## src/rtl/teq_pkg.sv

```systemverilog
package teq_pkg;

  // Defaults for the top-level parameters
  localparam int unsigned COORD_BITS_DEF = 12;
  localparam int unsigned TIME_BITS_DEF  = 32;

  // Configuration port
  localparam int unsigned CFG_W     = 16;
  localparam int unsigned CFG_IDX_W = 2;
  localparam int unsigned CFG_SQ_W  = 2 * CFG_W;

  localparam logic [CFG_IDX_W-1:0] REG_TIME_WINDOW = 2'd0;
  localparam logic [CFG_IDX_W-1:0] REG_DIST_THR    = 2'd1;
  localparam logic [CFG_IDX_W-1:0] REG_NEW_GAP     = 2'd2;

  localparam logic [CFG_W-1:0]    TIME_WINDOW_RST = 16'd150;
  localparam logic [CFG_W-1:0]    DIST_THR_RST    = 16'd200;
  localparam logic [CFG_W-1:0]    NEW_GAP_RST     = 16'd600;
  localparam logic [CFG_SQ_W-1:0] DIST_SQ_RST     = CFG_SQ_W'(200 * 200);

  localparam int unsigned PRESSURE_W = 8;
  localparam int unsigned VERDICT_W  = 3;

  typedef enum logic [VERDICT_W-1:0] {
    VERDICT_ACCEPT    = 3'd0,
    VERDICT_NO_TOUCH  = 3'd1,
    VERDICT_START_ZERO = 3'd2,
    VERDICT_TOO_SOON  = 3'd3,
    VERDICT_TOO_CLOSE = 3'd4
  } verdict_e;

  // Live configuration, including the squared distance threshold
  typedef struct packed {
    logic [CFG_W-1:0]    time_window;
    logic [CFG_W-1:0]    dist_thr;
    logic [CFG_W-1:0]    new_gap;
    logic [CFG_SQ_W-1:0] dist_thr_sq;
  } cfg_t;

endpackage

```

## src/rtl/touch_event_qualifier.sv

```systemverilog
// Touch event qualifier: decides for each touch-panel poll whether it is a new
// touch, giving one result beat per input beat.
//
// Channels: input beats (touched, x, y, pressure, ms timestamp) on in_valid_i /
// in_ready_o; result beats (accepted flag, 3-bit verdict) on out_valid_o /
// out_ready_i. Config registers are written on cfg_we_i with no wait; write
// them only while no beat is in flight.
//
// Path: a beat is loaded into the input register when it is taken, and moves on
// into the result register once that register is free or being drained.
// Throughput: one beat per cycle while the output is not stalled; the qualify logic, including the distance
// squares, sits between those two registers and updates the last-touch state
// as the beat moves on.
//
// Reset: both pipeline stages empty, config back to 150 / 200 / 600, first
// sample pending, last position (-1,-1), last time 0.
//
// Stall: a held result stays in the output register; the input register
// still takes one more beat, then in_ready_o drops until out_ready_i rises.
module touch_event_qualifier #(
  parameter int unsigned COORD_BITS = teq_pkg::COORD_BITS_DEF,
  parameter int unsigned TIME_BITS  = teq_pkg::TIME_BITS_DEF
) (
  input  logic                             clk_i,
  input  logic                             rst_ni,
  // config write port
  input  logic                             cfg_we_i,
  input  logic [teq_pkg::CFG_IDX_W-1:0]    cfg_idx_i,
  input  logic [teq_pkg::CFG_W-1:0]        cfg_wdata_i,
  // input beats
  input  logic                             in_valid_i,
  output logic                             in_ready_o,
  input  logic                             touched_i,
  input  logic [COORD_BITS-1:0]            pos_x_i,
  input  logic [COORD_BITS-1:0]            pos_y_i,
  input  logic [teq_pkg::PRESSURE_W-1:0]   pressure_i,
  input  logic [TIME_BITS-1:0]             now_ms_i,
  // result beats
  output logic                             out_valid_o,
  input  logic                             out_ready_i,
  output logic                             accepted_o,
  output logic [teq_pkg::VERDICT_W-1:0]    verdict_o
);

  teq_pkg::cfg_t                    cfg;
  teq_pkg::verdict_e                verdict;

  // input register stage
  logic                             s1_valid_q, s1_valid_d;
  logic                             touched_q;
  logic [COORD_BITS-1:0]            pos_x_q;
  logic [COORD_BITS-1:0]            pos_y_q;
  logic [teq_pkg::PRESSURE_W-1:0]   pressure_q;
  logic [TIME_BITS-1:0]             now_ms_q;

  // result register stage
  logic                             out_valid_q, out_valid_d;
  teq_pkg::verdict_e                verdict_q;

  logic                             in_fire, s1_adv;

  // s1 moves on whenever the result register is free or being drained
  assign s1_adv     = s1_valid_q && (!out_valid_q || out_ready_i);
  assign in_ready_o = !s1_valid_q || s1_adv;
  assign in_fire    = in_valid_i && in_ready_o;

  assign s1_valid_d  = in_fire || (s1_valid_q && !s1_adv);
  assign out_valid_d = s1_adv || (out_valid_q && !out_ready_i);

  teq_cfg_regs u_cfg (
    .clk_i       (clk_i),
    .rst_ni      (rst_ni),
    .cfg_we_i    (cfg_we_i),
    .cfg_idx_i   (cfg_idx_i),
    .cfg_wdata_i (cfg_wdata_i),
    .cfg_o       (cfg)
  );

  teq_qualify #(
    .COORD_BITS (COORD_BITS),
    .TIME_BITS  (TIME_BITS)
  ) u_qualify (
    .clk_i      (clk_i),
    .rst_ni     (rst_ni),
    .cfg_i      (cfg),
    .upd_en_i   (s1_adv),
    .touched_i  (touched_q),
    .pos_x_i    (pos_x_q),
    .pos_y_i    (pos_y_q),
    .pressure_i (pressure_q),
    .now_ms_i   (now_ms_q),
    .verdict_o  (verdict)
  );

  always_ff @(posedge clk_i or negedge rst_ni) begin
    if (!rst_ni) begin
      s1_valid_q  <= 1'b0;
      out_valid_q <= 1'b0;
    end else begin
      s1_valid_q  <= s1_valid_d;
      out_valid_q <= out_valid_d;
    end
  end

  // payload registers, no reset
  always_ff @(posedge clk_i) begin
    if (in_fire) begin
      touched_q  <= touched_i;
      pos_x_q    <= pos_x_i;
      pos_y_q    <= pos_y_i;
      pressure_q <= pressure_i;
      now_ms_q   <= now_ms_i;
    end
    if (s1_adv) begin
      verdict_q <= verdict;
    end
  end

  assign out_valid_o = out_valid_q;
  assign verdict_o   = verdict_q;
  assign accepted_o  = (verdict_q == teq_pkg::VERDICT_ACCEPT);

endmodule

```

## src/rtl/teq_cfg_regs.sv

```systemverilog
module teq_cfg_regs (
  input  logic                           clk_i,
  input  logic                           rst_ni,
  input  logic                           cfg_we_i,
  input  logic [teq_pkg::CFG_IDX_W-1:0]  cfg_idx_i,
  input  logic [teq_pkg::CFG_W-1:0]      cfg_wdata_i,
  output teq_pkg::cfg_t                  cfg_o
);

  teq_pkg::cfg_t                     cfg_q, cfg_d;
  logic [teq_pkg::CFG_SQ_W-1:0]      wdata_sq;

  // squared once at write time so the datapath only compares
  assign wdata_sq = teq_pkg::CFG_SQ_W'(cfg_wdata_i) * teq_pkg::CFG_SQ_W'(cfg_wdata_i);

  always_comb begin
    cfg_d = cfg_q;
    if (cfg_we_i) begin
      case (cfg_idx_i)
        teq_pkg::REG_TIME_WINDOW: cfg_d.time_window = cfg_wdata_i;
        teq_pkg::REG_DIST_THR: begin
          cfg_d.dist_thr    = cfg_wdata_i;
          cfg_d.dist_thr_sq = wdata_sq;
        end
        teq_pkg::REG_NEW_GAP: cfg_d.new_gap = cfg_wdata_i;
        default: cfg_d = cfg_q;
      endcase
    end
  end

  always_ff @(posedge clk_i or negedge rst_ni) begin
    if (!rst_ni) begin
      cfg_q.time_window <= teq_pkg::TIME_WINDOW_RST;
      cfg_q.dist_thr    <= teq_pkg::DIST_THR_RST;
      cfg_q.new_gap     <= teq_pkg::NEW_GAP_RST;
      cfg_q.dist_thr_sq <= teq_pkg::DIST_SQ_RST;
    end else begin
      cfg_q <= cfg_d;
    end
  end

  assign cfg_o = cfg_q;

endmodule

```

## src/rtl/teq_qualify.sv

```systemverilog
module teq_qualify #(
  parameter int unsigned COORD_BITS = teq_pkg::COORD_BITS_DEF,
  parameter int unsigned TIME_BITS  = teq_pkg::TIME_BITS_DEF
) (
  input  logic                              clk_i,
  input  logic                              rst_ni,
  input  teq_pkg::cfg_t                     cfg_i,
  input  logic                              upd_en_i,
  input  logic                              touched_i,
  input  logic [COORD_BITS-1:0]             pos_x_i,
  input  logic [COORD_BITS-1:0]             pos_y_i,
  input  logic [teq_pkg::PRESSURE_W-1:0]    pressure_i,
  input  logic [TIME_BITS-1:0]              now_ms_i,
  output teq_pkg::verdict_e                 verdict_o
);

  localparam int unsigned LAST_W = COORD_BITS + 1;
  localparam int unsigned DX_W   = COORD_BITS + 2;
  localparam int unsigned SQ_W   = 2 * DX_W;
  localparam int unsigned CMP_W  = (SQ_W > teq_pkg::CFG_SQ_W) ? SQ_W : teq_pkg::CFG_SQ_W;
  localparam int unsigned WIN_W  = teq_pkg::CFG_W + 1;

  logic                     first_q, first_d;
  logic [LAST_W-1:0]        last_x_q, last_x_d;
  logic [LAST_W-1:0]        last_y_q, last_y_d;
  logic [TIME_BITS-1:0]     last_time_q, last_time_d;

  logic signed [DX_W-1:0]   dx, dy;
  logic signed [SQ_W-1:0]   sq_x, sq_y;
  logic [SQ_W-1:0]          dist_sq;
  logic [TIME_BITS-1:0]     elapsed;
  logic                     all_zero, too_soon, recent, near;
  logic [WIN_W-1:0]         first_elapsed;
  teq_pkg::verdict_e        verdict;

  // distance to the last accepted touch; last position resets to (-1,-1)
  assign dx = $signed({2'b00, pos_x_i}) - $signed({last_x_q[LAST_W-1], last_x_q});
  assign dy = $signed({2'b00, pos_y_i}) - $signed({last_y_q[LAST_W-1], last_y_q});
  assign sq_x    = dx * dx;
  assign sq_y    = dy * dy;
  assign dist_sq = SQ_W'(sq_x) + SQ_W'(sq_y);
  assign near    = CMP_W'(dist_sq) < CMP_W'(cfg_i.dist_thr_sq);

  // first real sample counts as window + 1, which is never too soon
  assign first_elapsed = WIN_W'(cfg_i.time_window) + WIN_W'(1);
  assign elapsed       = now_ms_i - last_time_q;
  assign too_soon      = !first_q && (elapsed < TIME_BITS'(cfg_i.time_window));
  assign recent        = first_q ? (first_elapsed < WIN_W'(cfg_i.new_gap))
                                 : (elapsed < TIME_BITS'(cfg_i.new_gap));
  assign all_zero      = (pos_x_i == '0) && (pos_y_i == '0) && (pressure_i == '0);

  always_comb begin
    if (!touched_i) begin
      verdict = teq_pkg::VERDICT_NO_TOUCH;
    end else if (first_q && all_zero) begin
      verdict = teq_pkg::VERDICT_START_ZERO;
    end else if (too_soon) begin
      verdict = teq_pkg::VERDICT_TOO_SOON;
    end else if (near && recent) begin
      verdict = teq_pkg::VERDICT_TOO_CLOSE;
    end else begin
      verdict = teq_pkg::VERDICT_ACCEPT;
    end
  end

  always_comb begin
    first_d     = first_q;
    last_x_d    = last_x_q;
    last_y_d    = last_y_q;
    last_time_d = last_time_q;
    if (upd_en_i) begin
      if (touched_i && !(first_q && all_zero)) begin
        first_d = 1'b0;
      end
      if (verdict == teq_pkg::VERDICT_ACCEPT) begin
        last_x_d    = {1'b0, pos_x_i};
        last_y_d    = {1'b0, pos_y_i};
        last_time_d = now_ms_i;
      end
    end
  end

  always_ff @(posedge clk_i or negedge rst_ni) begin
    if (!rst_ni) begin
      first_q     <= 1'b1;
      last_x_q    <= '1;
      last_y_q    <= '1;
      last_time_q <= '0;
    end else begin
      first_q     <= first_d;
      last_x_q    <= last_x_d;
      last_y_q    <= last_y_d;
      last_time_q <= last_time_d;
    end
  end

  assign verdict_o = verdict;

endmodule

```

## config.mk

```make
export PLATFORM = sky130hd
export DESIGN_NAME = touch_event_qualifier
export DESIGN_NICKNAME = d
export VERILOG_FILES = /design/src/rtl/teq_pkg.sv /design/src/rtl/touch_event_qualifier.sv /design/src/rtl/teq_cfg_regs.sv /design/src/rtl/teq_qualify.sv
export SDC_FILE = /design/constraint.sdc
export NUM_CORES = 2
export LEC_CHECK = 0
export BUFFER_PORTS_ARGS = -buffer_cell sky130_fd_sc_hd__buf_2
export CORE_AREA = 2 2 269 271
export CTS_CLUSTER_DIAMETER = 200
export DETAILED_ROUTE_END_ITERATION = 10
export DIE_AREA = 0 0 271 273
export GPL_ROUTABILITY_DRIVEN = 0
export HOLD_SLACK_MARGIN = 0.05
export PLACE_DENSITY = 0.71
export SYNTH_ARGS = -nofsm -noshare
export SYNTH_HDL_FRONTEND = slang
export SYNTH_SLANG_ARGS = --single-unit
```

## constraint.sdc

```tcl
create_clock -name clk_i -period 13.9 [get_ports clk_i]
set_input_delay 1.39 -clock clk_i [delete_from_list [all_inputs] [get_ports clk_i]]
set_output_delay 1.39 -clock clk_i [all_outputs]
set_load 0.01 [all_outputs]
```

======== After elaboration in Yosys (flattened, before gate mapping) ========
Index checks and enable logic that the tools add are counted.
cells by class
  $add $sub $neg .......................... 5
  multiply operators ...................... 3
  $lt $le $gt $ge ......................... 4
  eq/ne operators ......................... 2
  muxes and demuxes ....................... 5
  reductions and logical operators ........ 31
operators by type and width
  kind                                                 number
  less-than comparator 32 x 16 -> 1 bit                2
  multiplier 14 x 14 -> 28 bit                         2
  less-than comparator 28 x 32 -> 1 bit                1
  multiplier 16 x 16 -> 32 bit                         1
  subtractor 32 bit                                    1
  adder 28 bit                                         1
  subtractor 13 x 13 -> 14 bit                         2
  logical NOT 12 bit                                   2
  adder 16 x 1 -> 17 bit, second input constant        1
  less-than comparator 17 x 16 -> 1 bit                1
  2-to-1 mux 3 bit                                     4
  logical AND 1 bit                                    10
  AND reduction 2 bit                                  5
  logical NOT 8 bit                                    1
  logical NOT 1 bit                                    6
  logical NOT 3 bit                                    2
  logical OR 1 bit                                     4
  equality test 2 x 1 -> 1 bit, second input constant  1
  equality test 2 bit, second input constant           1
  logical NOT 2 bit                                    1
  2-to-1 mux 1 bit                                     1
word-level totals
  register bits ........................... 193
  output and inout port bits .............. 6

======== Depth between registers and ports, before layout ========
  word-level depth ........................ 11
  gate-level depth with buffers ........... 48
  depth with buffers taken out ............ 46

======== Modules after synthesis ========
A second synthesis with hierarchy kept.
unflattened totals
  cell total of the unflattened synthesis .. 3,423
  area total of the unflattened synthesis .. 33,091.7 um^2
by module, submodules not included
  module                 times used  cells an instance  area each (um^2)
  teq_qualify            1           2,213              20,425.8
  teq_cfg_regs           1           1,133              10,515.1
  touch_event_qualifier  1           77                 2,150.8

======== Worst setup path before layout ========
No wires, ideal clock.
  path type ............................... register to register
  start ................................... register u_qualify.last_y_q[1]
  end ..................................... register u_qualify.last_time_q[0]
  setup time .............................. 125 ps
  arrival ................................. 10,861 ps
  required time ........................... 13,775 ps
  setup slack ............................. 2,914 ps
  stages on the path, launching flop included .. 42
  period minus slack after synthesis ...... 10,986 ps
  path through ............................ dfstp_2 > inv_1 > ha_1 > nor2b_1 > o21ai_0 > a21boi_0 > o21ai_0 > a21boi_0 > o21ai_0 > a21boi_0 > o21ai_0 > a21oi_1 > a211o_1 > nor2_1 > inv_1 > fa_1 > fa_1 > inv_1 > [... 6 more ...] > ha_1 > and3_1 > a211oi_1 > nor3_1 > a41o_1 > o41a_1 > a211oi_1 > xnor2_1 > ha_1 > nand3_1 > o22ai_1 > nor3_1 > o31ai_1 > a21oi_1 > a211oi_1 > buf_6 > buf_6 > mux2_4
between the ends
  word-level cells in the longest chain between the ends .. 11
RTL lines
  item                                   line               text
  start: declaration                     teq_qualify.sv:25  logic [LAST_W-1:0] last_y_q, last_y_d;
  start signal: assignment               teq_qualify.sv:92  last_y_q <= last_y_d;
  subtractor 13 x 13 -> 14 bit           teq_qualify.sv:38  assign dy = $signed({2'b00, pos_y_i}) - $signed({last_y_q[LAST_W-1], last_y_q});
  multiplier 14 x 14 -> 28 bit           teq_qualify.sv:40  assign sq_y = dy * dy;
  adder 28 bit                           teq_qualify.sv:41  assign dist_sq = SQ_W'(sq_x) + SQ_W'(sq_y);
  less-than comparator 28 x 32 -> 1 bit  teq_qualify.sv:42  assign near = CMP_W'(dist_sq) < CMP_W'(cfg_i.dist_thr_sq);
  logical AND 1 bit                      teq_qualify.sv:59  end else if (near && recent) begin
  2-to-1 mux 3 bit                       teq_qualify.sv:59
  2-to-1 mux 3 bit                       teq_qualify.sv:57  end else if (too_soon) begin
  2-to-1 mux 3 bit                       teq_qualify.sv:55  end else if (first_q && all_zero) begin
  2-to-1 mux 3 bit                       teq_qualify.sv:53  if (!touched_i) begin
  logical NOT 3 bit                      teq_qualify.sv:75  if (verdict == teq_pkg::VERDICT_ACCEPT) begin
  AND reduction 2 bit (no source line)   -
  end signal: assignment                 teq_qualify.sv:93  last_time_q <= last_time_d;
  end: declaration                       teq_qualify.sv:26  logic [TIME_BITS-1:0] last_time_q, last_time_d;
Every way passes these cells.
A chain may end at the register's enable or synchronous reset.

======== Worst setup path in the final report ========
  start ................................... register u_qualify.last_y_q[1]
  end ..................................... register u_qualify.last_time_q[24]
Same word-level chain as after synthesis.

==> impl_metrics.csv <==
group,metric,value,unit
yosys,netlist.area_leader.share,0.357,
sta,finClkSkew,0.0139,ns
yosys,avgSynthCellArea,9.73,sq um
global_route,grt_pass1_vias,23100,
sta,tns,0,ns
clock_tree,cts_buffer_depth,2,
status,status,"finished clean",
setup_path,critical_path_required,14.25,ns
final_layout,area_growth_syn_to_layout,6.86,%
sta,maxSlewHeadroom,0.283,
global_route,grt.overflow.total,0,
run,drv_cap,0,
drt,drc,0,
hold_path,hold_class,"reg -> reg",
floorplanning,boundaryPins,94,
setup_path,arrival,12.79,ns
place,io_buffers,93,
setup_path,cp-end-kind,"flop",
setup_path,startpoint,"u_qualify.last_y_q[1]$_DFFE_PN1P_",
yosys,synth_area_leaders,"fa_1, ha_1, inv_1",
yosys,synthesis.instances,3253,
yosys,yosysTopAreaCell,"fa_1",
setup_path,cp_common_cell,"fa_1",
clock_tree,cts_inserted_buffers,17,
yosys,synthArstFlopShare,0.644,
final_layout,fillers,6600,
sta,hold_viol,0,
yosys,ys_warn_count,0,
clock_tree,htree_num_levels,4,
floorplanning,fp.dieW,271,microns
clock_tree,cts_sinks,191,
setup_path,cpMaxStageDelayCell,"nor2_1",
final_layout,layout-drive-gt1-share,0.0858,
drt,firstDrtPassIters,5,
global_route,grt_usage,0.199,
sta,fin_crit_sh,0.895,
sta,setup_viol,0,
clock_tree,cts_resized,0,
floorplanning,placementRows,98,
place,hpwlAfterDp,59100,microns
setup_path,cp_max_fo,33,
yosys,syn_nets,4248,
clock_tree,cts_setup_buffers,0,
drt,ant_nets,0,
sta,maxSlewViolCount,0,
sta,min_period,12.44,ns
setup_path,crit_family,"adder cells",
drt,routed_wl,70200,microns
setup_path,crit_buf_inv,4,
setup_path,crit_type,"reg -> reg",
clock_tree,cts_tree,"yes",
clock_tree,insertion_delay,0.46,ns
floorplanning,coreArea,71000,sq um
setup_path,rrSetupSlack,1.46,ns
final_layout,nets,4326,
drt,wl_per_cell,16.3,microns
global_route,grt_max_degree,70,
yosys,synth_edf_count,68,
floorplanning,fp.dieArea,74000,sq um
setup_path,r2r-start,"u_qualify.last_y_q[1]$_DFFE_PN1P_",
yosys,yosysSeqAreaShare,0.163,
yosys,synth_area,31600,sq um
floorplanning,chipHeight,273,microns
clock_tree,cts-root-buf,"clkbuf_16",
drt,drt_iter0_drc,1030,
clock_tree,cts.clk_slew.worst_paths,0.08,ns
hold_path,hp-start,"u_cfg.cfg_o[0]$_DFFE_PN0P_",
sta,fmax,0.0804,GHz
hold_path,holdPathEnd,"u_cfg.cfg_o[0]$_DFFE_PN0P_",
floorplanning,start_util,0.446,
yosys,synth_seq_cells,191,
hold_path,hold_depth,2,
drt,via_per_inst,5.05,
clock_tree,cts-hold-fix-buffers,0,
global_route,antenna_found_initial,5,
setup_path,r2r_end,"u_qualify.last_time_q[24]$_DFFE_PN0P_",
setup_path,cp-start-kind,"flop",
sta,rsz0062_at_grt,"no",
yosys,yosysUniqueCellTypes,72,
sta,tightestPinTransition,1.07,ns
setup_path,rr_worst_depth,38,
setup_path,slowest_delay,0.72,ns
yosys,ys.flop_type,"dfrtp_1",
drt,dr_total_vias,21700,
global_route,grt_pass1_wl,117000,microns
## cell usage in the layout, fill, tap and decap left out, types with 29 or more instances in the layout
cell type / instances
nand2_1: 267
xor2_1: 33
edfxtp_1: 68
nor2_1: 216
buf_2: 92
nor3_1: 29
ha_1: 342
fa_1: 565
a21o_1: 39
xnor2_1: 89
a21oi_1: 80
and2_1: 57
mux2_4: 30
mux2_2: 36
nand2b_1: 41
buf_4: 31
o21ai_0: 108
dfrtp_1: 84
dfstp_2: 39
inv_1: 797
## logic make-up (layout without fill, tap and decap cells)
kind of cell | count (synthesis) | after routing | synth area share
compound gates | 358 | 358 | 0.0717
xor+xnor | 123 | 123 | 0.0340
fa+ha+maj | 907 | 907 | 0.493
buf+inv | 871 | 962 | 0.104
flops | 191 | 191 | 0.163
mux | 72 | 72 | 0.0289
other cells | 1 | 3 | 0.000119
simple gates | 730 | 730 | 0.105
## layout make-up
class / count / area (sq um) / share of cell area
antenna: 2 / 5.00 / 0.000148
clock buffer: 17 / 425 / 0.0126
clock inverter: 15 / 108 / 0.00318
inverter: 807 / 3030 / 0.0896
multi-input combinational: 2191 / 23200 / 0.686
sequential: 191 / 5170 / 0.153
tap: 950 / 1190 / 0.0352
timing repair buffer: 123 / 693 / 0.0205
## through the flow
step           cell area, sq um  utilization  hold slack, ns  instances  setup slack, ns
2_1_floorplan             31600            -           0.442       3253             2.91
3_3_place_gp              33300        0.469           0.458       4262             1.69
3_5_place_dp              33300        0.469           0.463       4262             1.58
4_1_cts                   33800        0.476           0.481       4294             1.46
5_1_grt                   33800        0.476           0.498       4295            0.498
6_report                  33800        0.476           0.476       4296             1.46
## synth_stat cells, types with 4 or more instances
cell,instances
nor2b_1,18
dfstp_2,39
nand2b_1,41
o31ai_1,7
fa_1,565
clkbuf_1,56
a21oi_1,80
dfrtp_1,84
o21a_1,16
nand2_1,267
a211oi_1,16
a21boi_0,14
o21ai_0,108
mux2i_1,6
mux2_2,36
and2_1,58
a31o_2,4
o21bai_1,8
and3_1,12
or3_1,8
o211ai_1,5
xnor2_1,90
ha_1,342
o2111ai_1,5
nand4_1,11
nor3_1,29
a31oi_1,12
nor4_1,14
a21o_1,39
a221oi_1,4
clkinv_1,8
inv_1,797
nor3b_1,5
o22ai_1,5
mux2_4,30
xor2_1,33
or2_2,14
nand3_1,28
edfxtp_1,68
buf_6,4
nor2_1,216
## worst reg2reg max path, delay by kind of cell (launching register included)
family	cells	cell delay [ns]
AOI/OAI and AO/OA	16	4.01
xor gates and xnor gates	1	0.11
adders and majority gates	11	4.95
buffers and inverters	4	0.99
DFF	1	0.55
muxes	1	0.43
and+or+nand+nor	5	1.27
## state kept, by name, indices dropped and copies added, names as in the netlist
name	flops
now_ms_q	32
out_valid_o	1
pos_x_q	12
pos_y_q	12
pressure_q	8
s1_valid_q	1
touched_q	1
u_cfg.cfg_o	63
u_qualify.first_q	1
u_qualify.last_time_q	32
u_qualify.last_x_q	12
u_qualify.last_y_q	13
verdict_o	3
## routing by layer
layer,vias up,GRT usage,share of wire
li1,10200,-,-
met5,-,0,0.00066
met4,8,0.0531,0.027
met2,512,0.349,0.50
met1,10800,0.254,0.42
met3,117,0.0351,0.057
## worst max path at each step
| stage | slack [ns] | depth (start not counted) | end |
|---|---|---|---|
| floorplan | 2.91 | 41 | u_qualify.last_time_q[0]$_DFFE_PN0P_ |
| global placement | 1.69 | 38 | u_qualify.last_time_q[24]$_DFFE_PN0P_ |
| detailed placement | 1.58 | 38 | u_qualify.last_time_q[24]$_DFFE_PN0P_ |
| CTS | 1.46 | 38 | u_qualify.last_time_q[24]$_DFFE_PN0P_ |
| global route | 0.50 | 40 | u_qualify.last_time_q[24]$_DFFE_PN0P_ |
| finish | 1.46 | 38 | u_qualify.last_time_q[24]$_DFFE_PN0P_ |
Power is left out: the tool's default activity adds up to more than one toggle a clock period on the data nets, which glitch-free logic cannot reach.
